`config.mk`:
```
export PLATFORM = sky130hd
export DESIGN_NAME = bytecode_command_sequencer_unit
export DESIGN_NICKNAME = d
export VERILOG_FILES = /design/src/rtl/bcs_pkg.sv /design/src/rtl/bcs_decode.sv /design/src/rtl/bytecode_command_sequencer_unit.sv
export SDC_FILE = /design/constraint.sdc
export NUM_CORES = 1
export LEC_CHECK = 0
export ABC_AREA = 1
export BUFFER_PORTS_ARGS = -buffer_cell sky130_fd_sc_hd__buf_4
export CORE_MARGIN = 1
export CORE_UTILIZATION = 29
export DETAILED_ROUTE_END_ITERATION = 10
export HOLD_SLACK_MARGIN = 0.12
export SLEW_MARGIN = 20
export SYNTH_ARGS = -nofsm -noshare
export SYNTH_HDL_FRONTEND = slang
export SYNTH_SLANG_ARGS = --single-unit
```
`constraint.sdc`:
```
create_clock -name clk -period 2.7 [get_ports clk]
set_input_delay 0.54 -clock clk [delete_from_list [all_inputs] [get_ports clk]]
set_output_delay 0.54 -clock clk [all_outputs]
set_load 0.02 [all_outputs]
```
`src/rtl/bcs_pkg.sv`:
```
// Shared opcodes, command codes and decode types for the bytecode command sequencer.
package bcs_pkg;

    // Instruction opcodes
    localparam logic [7:0] OP_START     = 8'h01;
    localparam logic [7:0] OP_WAIT      = 8'h02;
    localparam logic [7:0] OP_LED_ON    = 8'h44;
    localparam logic [7:0] OP_LED_OFF   = 8'h45;
    localparam logic [7:0] OP_SOUND     = 8'h48;
    localparam logic [7:0] OP_SOUND_OFF = 8'h09;
    localparam logic [7:0] OP_STOP_A    = 8'h60;
    localparam logic [7:0] OP_STOP_B    = 8'h61;
    localparam logic [7:0] OP_FWD       = 8'h62;
    localparam logic [7:0] OP_BACK      = 8'h63;
    localparam logic [7:0] OP_RIGHT     = 8'h64;
    localparam logic [7:0] OP_LEFT      = 8'h65;
    localparam logic [7:0] OP_LOOP_BEG  = 8'hC0;
    localparam logic [7:0] OP_LOOP_END  = 8'hC1;
    localparam logic [7:0] OP_END       = 8'hFF;

    // LED operand selectors
    localparam logic [7:0] LED_SEL_GREEN = 8'h01;
    localparam logic [7:0] LED_SEL_RED   = 8'h02;

    // Configuration register indexes
    localparam int CFG_IDX_BITS = 1;
    localparam logic [CFG_IDX_BITS-1:0] CFG_PROGRAM_SIZE  = 1'b0;
    localparam logic [CFG_IDX_BITS-1:0] CFG_START_ADDRESS = 1'b1;

    // Field widths
    localparam int OPCODE_BITS = 8;
    localparam int ARG_BITS    = 8;
    localparam int ACT_BITS    = 4;
    localparam int OUT_ADDR_BITS = 16;
    localparam int CFG_DATA_BITS = 16;
    localparam int IN_DATA_BITS  = 16;
    localparam int OUT_DATA_BITS = 32;

    // Robot command codes
    typedef enum logic [ACT_BITS-1:0] {
        ACT_NONE      = 4'd0,
        ACT_WAIT      = 4'd1,
        ACT_GREEN     = 4'd2,
        ACT_RED       = 4'd3,
        ACT_LED_OFF   = 4'd4,
        ACT_SOUND     = 4'd5,
        ACT_SOUND_OFF = 4'd6,
        ACT_STOP      = 4'd7,
        ACT_FWD       = 4'd8,
        ACT_BACK      = 4'd9,
        ACT_RIGHT     = 4'd10,
        ACT_LEFT      = 4'd11
    } act_t;

    // Decoder result handed to the sequencer control
    typedef struct packed {
        act_t                act;
        logic [ARG_BITS-1:0] arg;
        logic                is_start;
        logic                is_loop_beg;
        logic                is_loop_end;
        logic                is_end;
    } dec_t;

endpackage

```
`src/rtl/bcs_decode.sv`:
```
// Opcode/operand decoder: maps one instruction pair to a command and control flags.
module bcs_decode (
    input  logic [bcs_pkg::OPCODE_BITS-1:0] opcode,
    input  logic [bcs_pkg::ARG_BITS-1:0]    operand,
    output bcs_pkg::dec_t                   dec
);
    import bcs_pkg::*;

    // Command lookup
    always_comb
    begin
        dec             = '0;
        dec.act         = ACT_NONE;
        dec.arg         = '0;
        case (opcode)
            OP_START:     dec.is_start = 1'b1;
            OP_WAIT:
            begin
                dec.act = ACT_WAIT;
                dec.arg = operand;
            end
            OP_LED_ON:
            begin
                if (operand == LED_SEL_GREEN)
                begin
                    dec.act = ACT_GREEN;
                end
                else if (operand == LED_SEL_RED)
                begin
                    dec.act = ACT_RED;
                end
            end
            OP_LED_OFF:   dec.act = ACT_LED_OFF;
            OP_SOUND:
            begin
                dec.act = ACT_SOUND;
                dec.arg = operand;
            end
            OP_SOUND_OFF: dec.act = ACT_SOUND_OFF;
            OP_STOP_A,
            OP_STOP_B:    dec.act = ACT_STOP;
            OP_FWD:
            begin
                dec.act = ACT_FWD;
                dec.arg = operand;
            end
            OP_BACK:
            begin
                dec.act = ACT_BACK;
                dec.arg = operand;
            end
            OP_RIGHT:
            begin
                dec.act = ACT_RIGHT;
                dec.arg = operand;
            end
            OP_LEFT:
            begin
                dec.act = ACT_LEFT;
                dec.arg = operand;
            end
            OP_LOOP_BEG:  dec.is_loop_beg = 1'b1;
            OP_LOOP_END:  dec.is_loop_end = 1'b1;
            OP_END:
            begin
                dec.act    = ACT_STOP;
                dec.is_end = 1'b1;
            end
            default:      dec.act = ACT_NONE;
        endcase
    end

endmodule

```
`src/rtl/bytecode_command_sequencer_unit.sv`:
```
// Top level of the bytecode command sequencer: state, size check, loop control, result register.
//
//  channel | direction | handshake          | payload
//  --------+-----------+--------------------+--------------------------------------------
//  s_*     | in        | s_tvalid/s_tready  | s_tdata: opcode, operand
//  m_*     | out       | m_tvalid/m_tready  | m_tdata: action_code, argument, next_address,
//          |           |                    |          finished
//  cfg_*   | in        | cfg_valid/cfg_ready| cfg_index, cfg_data
//
//  One word in, one word out; a word can be accepted every cycle while s_tready is high,
//  and its result is shown from the result register in the cycle after. Decode, size
//  check and loop update sit in one combinational pass feeding that register. s_tready
//  drops only while a held result is not taken. Reset: program_counter = 2,
//  program_size = 65535, loop and status flags clear. cfg_ready is always high.
module bytecode_command_sequencer_unit #(
    parameter int ADDR_BITS = 16
) (
    input  logic                                 clk,
    input  logic                                 rst_n,
    // [7:0] opcode, [15:8] operand
    input  logic [bcs_pkg::IN_DATA_BITS-1:0]     s_tdata,
    input  logic                                 s_tvalid,
    output logic                                 s_tready,
    // [3:0] action_code, [11:4] action_argument, [27:12] next_address,
    // [28] finished, [31:29] zero
    output logic [bcs_pkg::OUT_DATA_BITS-1:0]    m_tdata,
    output logic                                 m_tvalid,
    input  logic                                 m_tready,
    input  logic                                 cfg_valid,
    output logic                                 cfg_ready,
    input  logic [bcs_pkg::CFG_IDX_BITS-1:0]     cfg_index,
    input  logic [bcs_pkg::CFG_DATA_BITS-1:0]    cfg_data
);
    import bcs_pkg::*;

    localparam int CMP_BITS = (ADDR_BITS + 1 > CFG_DATA_BITS) ? ADDR_BITS + 1 : CFG_DATA_BITS;
    localparam int PAD_BITS = OUT_DATA_BITS - ACT_BITS - ARG_BITS - OUT_ADDR_BITS - 1;
    localparam logic [ADDR_BITS-1:0] PC_RESET = ADDR_BITS'(2);
    localparam logic [ADDR_BITS:0]   PC_STEP  = (ADDR_BITS + 1)'(2);

    // Sequencer state
    logic [ADDR_BITS-1:0]     pc_reg, pc_next;
    logic [ADDR_BITS-1:0]     ret_reg, ret_next;
    logic [ARG_BITS-1:0]      rem_reg, rem_next;
    logic                     loop_active_reg, loop_active_next;
    logic                     start_seen_reg, start_seen_next;
    logic                     done_reg, done_next;
    logic [CFG_DATA_BITS-1:0] size_reg, size_next;

    // Result register
    logic                     out_valid_reg, out_valid_next;
    act_t                     out_act_reg, out_act_next;
    logic [ARG_BITS-1:0]      out_arg_reg, out_arg_next;
    logic [OUT_ADDR_BITS-1:0] out_addr_reg, out_addr_next;
    logic                     out_fin_reg, out_fin_next;

    logic                 s_accept;
    logic                 cfg_accept;
    dec_t                 dec;
    logic [ADDR_BITS:0]   after_wide;
    logic [ADDR_BITS-1:0] after;
    logic                 size_fail;

    assign s_tready   = !out_valid_reg || m_tready;
    assign s_accept   = s_tvalid && s_tready;
    assign cfg_ready  = 1'b1;
    assign cfg_accept = cfg_valid && cfg_ready;

    bcs_decode u_decode (
        .opcode  (s_tdata[OPCODE_BITS-1:0]),
        .operand (s_tdata[OPCODE_BITS+ARG_BITS-1:OPCODE_BITS]),
        .dec     (dec)
    );

    // Address after the pair, carry kept for the size check
    assign after_wide = {1'b0, pc_reg} + PC_STEP;
    assign after      = after_wide[ADDR_BITS-1:0];
    assign size_fail  = CMP_BITS'(after_wide) > CMP_BITS'(size_reg);

    // Next state and result
    always_comb
    begin
        pc_next          = pc_reg;
        ret_next         = ret_reg;
        rem_next         = rem_reg;
        loop_active_next = loop_active_reg;
        start_seen_next  = start_seen_reg;
        done_next        = done_reg;
        size_next        = size_reg;
        out_act_next     = out_act_reg;
        out_arg_next     = out_arg_reg;
        out_addr_next    = out_addr_reg;
        out_fin_next     = out_fin_reg;
        out_valid_next   = out_valid_reg && !m_tready;

        if (cfg_accept)
        begin
            case (cfg_index)
                CFG_PROGRAM_SIZE:  size_next = cfg_data;
                CFG_START_ADDRESS: pc_next   = ADDR_BITS'(cfg_data);
                default:           size_next = size_reg;
            endcase
        end

        if (s_accept)
        begin
            out_valid_next = 1'b1;
            out_act_next   = ACT_NONE;
            out_arg_next   = '0;
            out_fin_next   = 1'b0;
            if (done_reg)
            begin
                out_fin_next = 1'b1;
            end
            else if (size_fail)
            begin
                done_next    = 1'b1;
                out_act_next = ACT_STOP;
                out_fin_next = 1'b1;
            end
            else if (!start_seen_reg && !dec.is_start)
            begin
                pc_next = after;
            end
            else
            begin
                start_seen_next = 1'b1;
                out_act_next    = dec.act;
                out_arg_next    = dec.arg;
                pc_next         = after;
                if (dec.is_loop_beg)
                begin
                    ret_next         = after;
                    rem_next         = s_tdata[OPCODE_BITS+ARG_BITS-1:OPCODE_BITS];
                    loop_active_next = 1'b1;
                end
                if (dec.is_loop_end)
                begin
                    if (loop_active_reg && (rem_reg != '0))
                    begin
                        pc_next  = ret_reg;
                        rem_next = rem_reg - ARG_BITS'(1);
                    end
                    else
                    begin
                        loop_active_next = 1'b0;
                    end
                end
                if (dec.is_end)
                begin
                    done_next    = 1'b1;
                    out_fin_next = 1'b1;
                    pc_next      = pc_reg;
                end
            end
            out_addr_next = OUT_ADDR_BITS'(pc_next);
        end
    end

    // Control state
    always_ff @(posedge clk or negedge rst_n)
    begin
        if (!rst_n)
        begin
            pc_reg          <= PC_RESET;
            ret_reg         <= '0;
            rem_reg         <= '0;
            loop_active_reg <= 1'b0;
            start_seen_reg  <= 1'b0;
            done_reg        <= 1'b0;
            size_reg        <= '1;
            out_valid_reg   <= 1'b0;
        end
        else
        begin
            pc_reg          <= pc_next;
            ret_reg         <= ret_next;
            rem_reg         <= rem_next;
            loop_active_reg <= loop_active_next;
            start_seen_reg  <= start_seen_next;
            done_reg        <= done_next;
            size_reg        <= size_next;
            out_valid_reg   <= out_valid_next;
        end
    end

    // Result payload
    always_ff @(posedge clk)
    begin
        out_act_reg  <= out_act_next;
        out_arg_reg  <= out_arg_next;
        out_addr_reg <= out_addr_next;
        out_fin_reg  <= out_fin_next;
    end

    assign m_tvalid = out_valid_reg;
    assign m_tdata  = {PAD_BITS'(0), out_fin_reg, out_addr_reg, out_arg_reg, out_act_reg};

`ifndef SYNTHESIS
    // A finished result is only ever held once the program is marked done
    a_fin_implies_done: assert property (@(posedge clk) disable iff (!rst_n)
        out_valid_reg && out_fin_reg |-> done_reg)
        else $error("finished result without done flag");

    // A loop can only be opened after the start opcode
    a_loop_after_start: assert property (@(posedge clk) disable iff (!rst_n)
        loop_active_reg |-> start_seen_reg)
        else $error("loop active before start");

    // Once done, every accepted word gives no command and finished
    a_done_quiet: assert property (@(posedge clk) disable iff (!rst_n)
        s_accept && done_reg |=> out_valid_reg && out_fin_reg && (out_act_reg == ACT_NONE))
        else $error("command issued after finish");
`endif

endmodule

```
==> run summary <==
Status -> complete, but fails checks
Failing checks -> negative setup slack
TritonCTS clock tree -> yes
DRT antenna net count -> 0
Max transition margin -> 45.2%
Port-buffer cells -> 68
Top cells by area, synth -> dfrtp_1, nand2_1, edfxtp_1
Core Box Area -> 0.0189 mm2
1st-iter DRT viols -> 388
Tcrit/Tclk final -> 105%
Final Cell Area -> 0.00770 mm2
Nets -> 970
Vias -> 5401
Die footprint -> 0.0200 mm2
Crit path capture type -> flop
Fmax -> 352 MHz
Layout area overhead -> 36.3%
Multi-input logic area -> 0.00307 mm2
Share of cells above drive strength 1 -> 31.5%
Initial Utilization -> 29.9%
Reg power frac -> 28.8%
Latest clock arrival within the worst-skew pair -> 360 ps
Switching Share -> 42.2%
Final WL -> 16800 um
Number of fill cells -> 2013
Maxcap violations -> 0
Worst path required time -> 2820 ps
Worst reg2reg setup slack -> -140 ps
Final Slew Violations -> 0
Synth warn -> 0
Vias per cell -> 4.58
Worst setup margin -> -139 ps
RR Startpoint -> pc_reg[1]
Synth top area share -> 19.0%
Leakage power -> 3.93 nW
Mapped Cells -> 775
Startpoint types -> flop
Clock Sinks -> 89
Hold Fails Final Rpt -> 0
Max Root-Sink Buffers -> 2
Clock power frac -> 17.4%
Number of global-route vias before repair -> 5278
Maximum fanout along the worst path -> 7
Root buf cell -> clkbuf_16
RSZ-0062 raised after global routing -> yes
NetSw -> 2.99 mW
IO Count -> 73
Drt pass-1 iters -> 5
Sequential fraction of the synthesis area -> 42.4%
Mapped Area -> 0.00565 mm2
ANT cells -> 0
Total grt overflow -> 0
DR WL/cell -> 14.3 um
Most common cell after layout, fill and taps aside -> nand2_1
#FFs+latches synth -> 89
Sequential cell area -> 0.00239 mm2
Final setup viols -> 70
First-pass GRT wire length -> 27300 um
Synth Area per Inst -> 7.29 um2
TritonCTS Buffers -> 9
R2R depth -> 19
GPL Wtd Cong -> 0.855
DRC viols -> 0
Chip Height -> 142 um
Post-DP Area -> 0.00691 mm2
Worst setup endpoint -> out_addr_reg[0]
Hold Crit Class -> input port to async pin
H-tree depth -> 3
Worst vdd ir -> 0.411 mV
Cell Int Power -> 4.09 mW
Dpl ws -> -264 ps
Power per Cell Area -> 919 mW/mm2
FF-to-FF End -> out_addr_reg[0]
Critical Path Source -> pc_reg[1]
Fin crit period -> 2840 ps
Initial antenna violation count -> 0
Arrival @ worst endpoint -> 2960 ps
Clock-pin slew on the worst setup and hold paths -> 80 ps
Post-DP HPWL -> 11900 um
Area leader, netlist -> dfrtp_1
Fin Hold WS -> 249 ps
Comb power frac -> 53.8%
Netlist cell types -> 41
Most frequent cells in the layout -> nand2_1, buf_4, inv_1, nor2_1, o21ai_0
Crit path kind -> flop to flop
Worst-Margin Slew -> 823 ps
Total GRT Usage -> 17.7%
Clk_skew -> 12.7 ps
Site Rows -> 50
Dpl cells -> 1144
Post-route insts no fill -> 1178
Die width -> 142 um
Pin count of the biggest net entering global routing -> 61
==> cells in the mapped netlist (all sizes together) <==
cell / n
and2: 3
nor2: 77
nand3: 52
a21o: 1
dfrtp: 43
nand4: 13
mux2i: 3
nand2: 270
nand3b: 3
dfstp: 17
buf: 17
nor3b: 1
a21oi: 14
o21ai: 65
mux2: 1
conb: 2
o21bai: 2
nor4: 3
a31oi: 3
ha: 19
edfxtp: 29
or2: 5
clkbuf: 10
xnor2: 3
xor2: 6
o31ai: 1
inv: 108
nor3: 4
==> worst min path at each step <==
stage / startpoint / to / slack [ps]
6_report: rst_n / rem_reg[3] / 250
5_1_grt: rst_n / rem_reg[3] / 330
4_1_cts: rst_n / rem_reg[3] / 300
3_5_place_dp: start_seen_reg / start_seen_reg / 460
3_3_place_gp: start_seen_reg / start_seen_reg / 450
2_1_floorplan: rst_n / done_reg / 240
==> stage by stage <==
stage                     setup TNS [ps]  power [mW]  util, %
after floorplan                        0        3.92        -
after global placement             -7390        5.05     36.6
after detailed placement          -11330        5.08     36.6
after CTS                           -775        6.80     39.8
after global routing              -16680        7.59     40.8
final                              -5110        7.07     40.8
==> power groups by stage <==
stage                     combinational [mW]  sequential (mW)  clock (mW)
after floorplan                         1.79             2.13           0
after global placement                  3.01             2.04           0
after detailed placement                3.04             2.04           0
after CTS                               3.52             2.03        1.26
after global routing                    4.21             2.08        1.31
final                                   3.81             2.04        1.23
==> per-layer routing <==
layer | vias to the layer above | GRT usage [%] | routed length (um)
li1 | 2709 | - | -
met1 | 2537 | 22.8 | 7520
met2 | 128 | 29.6 | 8060
met3 | 27 | 4.25 | 889
met4 | 0 | 5.04 | 362
met5 | - | 0 | 0
==> repair_timing <==
item,CTS,global route
hold buffers,0,0
gates cloned,3,0
endpoints found under the setup margin,72,72
buffers inserted,11,4
pin swaps,10,11
gates resized for setup,48,47
==> critical path: stages, from the launching register on <==
cell and delay (ps):
dfstp_2 600, nand3_2 100, nor2_1 100, buf_4 150, nand2_4 60, xor2_2 180
inv_2 100, ha_4 280, nand2_2 50, inv_2 40, o21bai_1 50, nand2_1 60
nand3_1 70, nand2_1 80, inv_2 50, nand2_4 130, nand2_8 120, nand2_8 130
nand2_2 60, and2_4 170
==> layout make-up <==
class	instances	area share [%]
Multi-Input combinational cell	556	39.8
Sequential cell	89	31.1
Timing Repair Buffer	149	16.0
Inverter	108	5.26
Tap cell	260	4.22
Clock buffer	9	2.92
Clock inverter	7	0.682
==> logic make-up after synthesis <==
group                    Yosys count  share of synthesized area, %
buffers and inverters            135                          10.1
multiplexers                       4                         0.731
adder cells (fa/ha/maj)           19                          4.21
XOR/XNOR                           9                          1.40
other                              2                         0.133
AND/OR/NAND/NOR                  431                          32.6
flip-flops                        89                          42.4
AO/OA/AOI/OAI                     86                          8.46
Power figures use the tool's default switching activity.
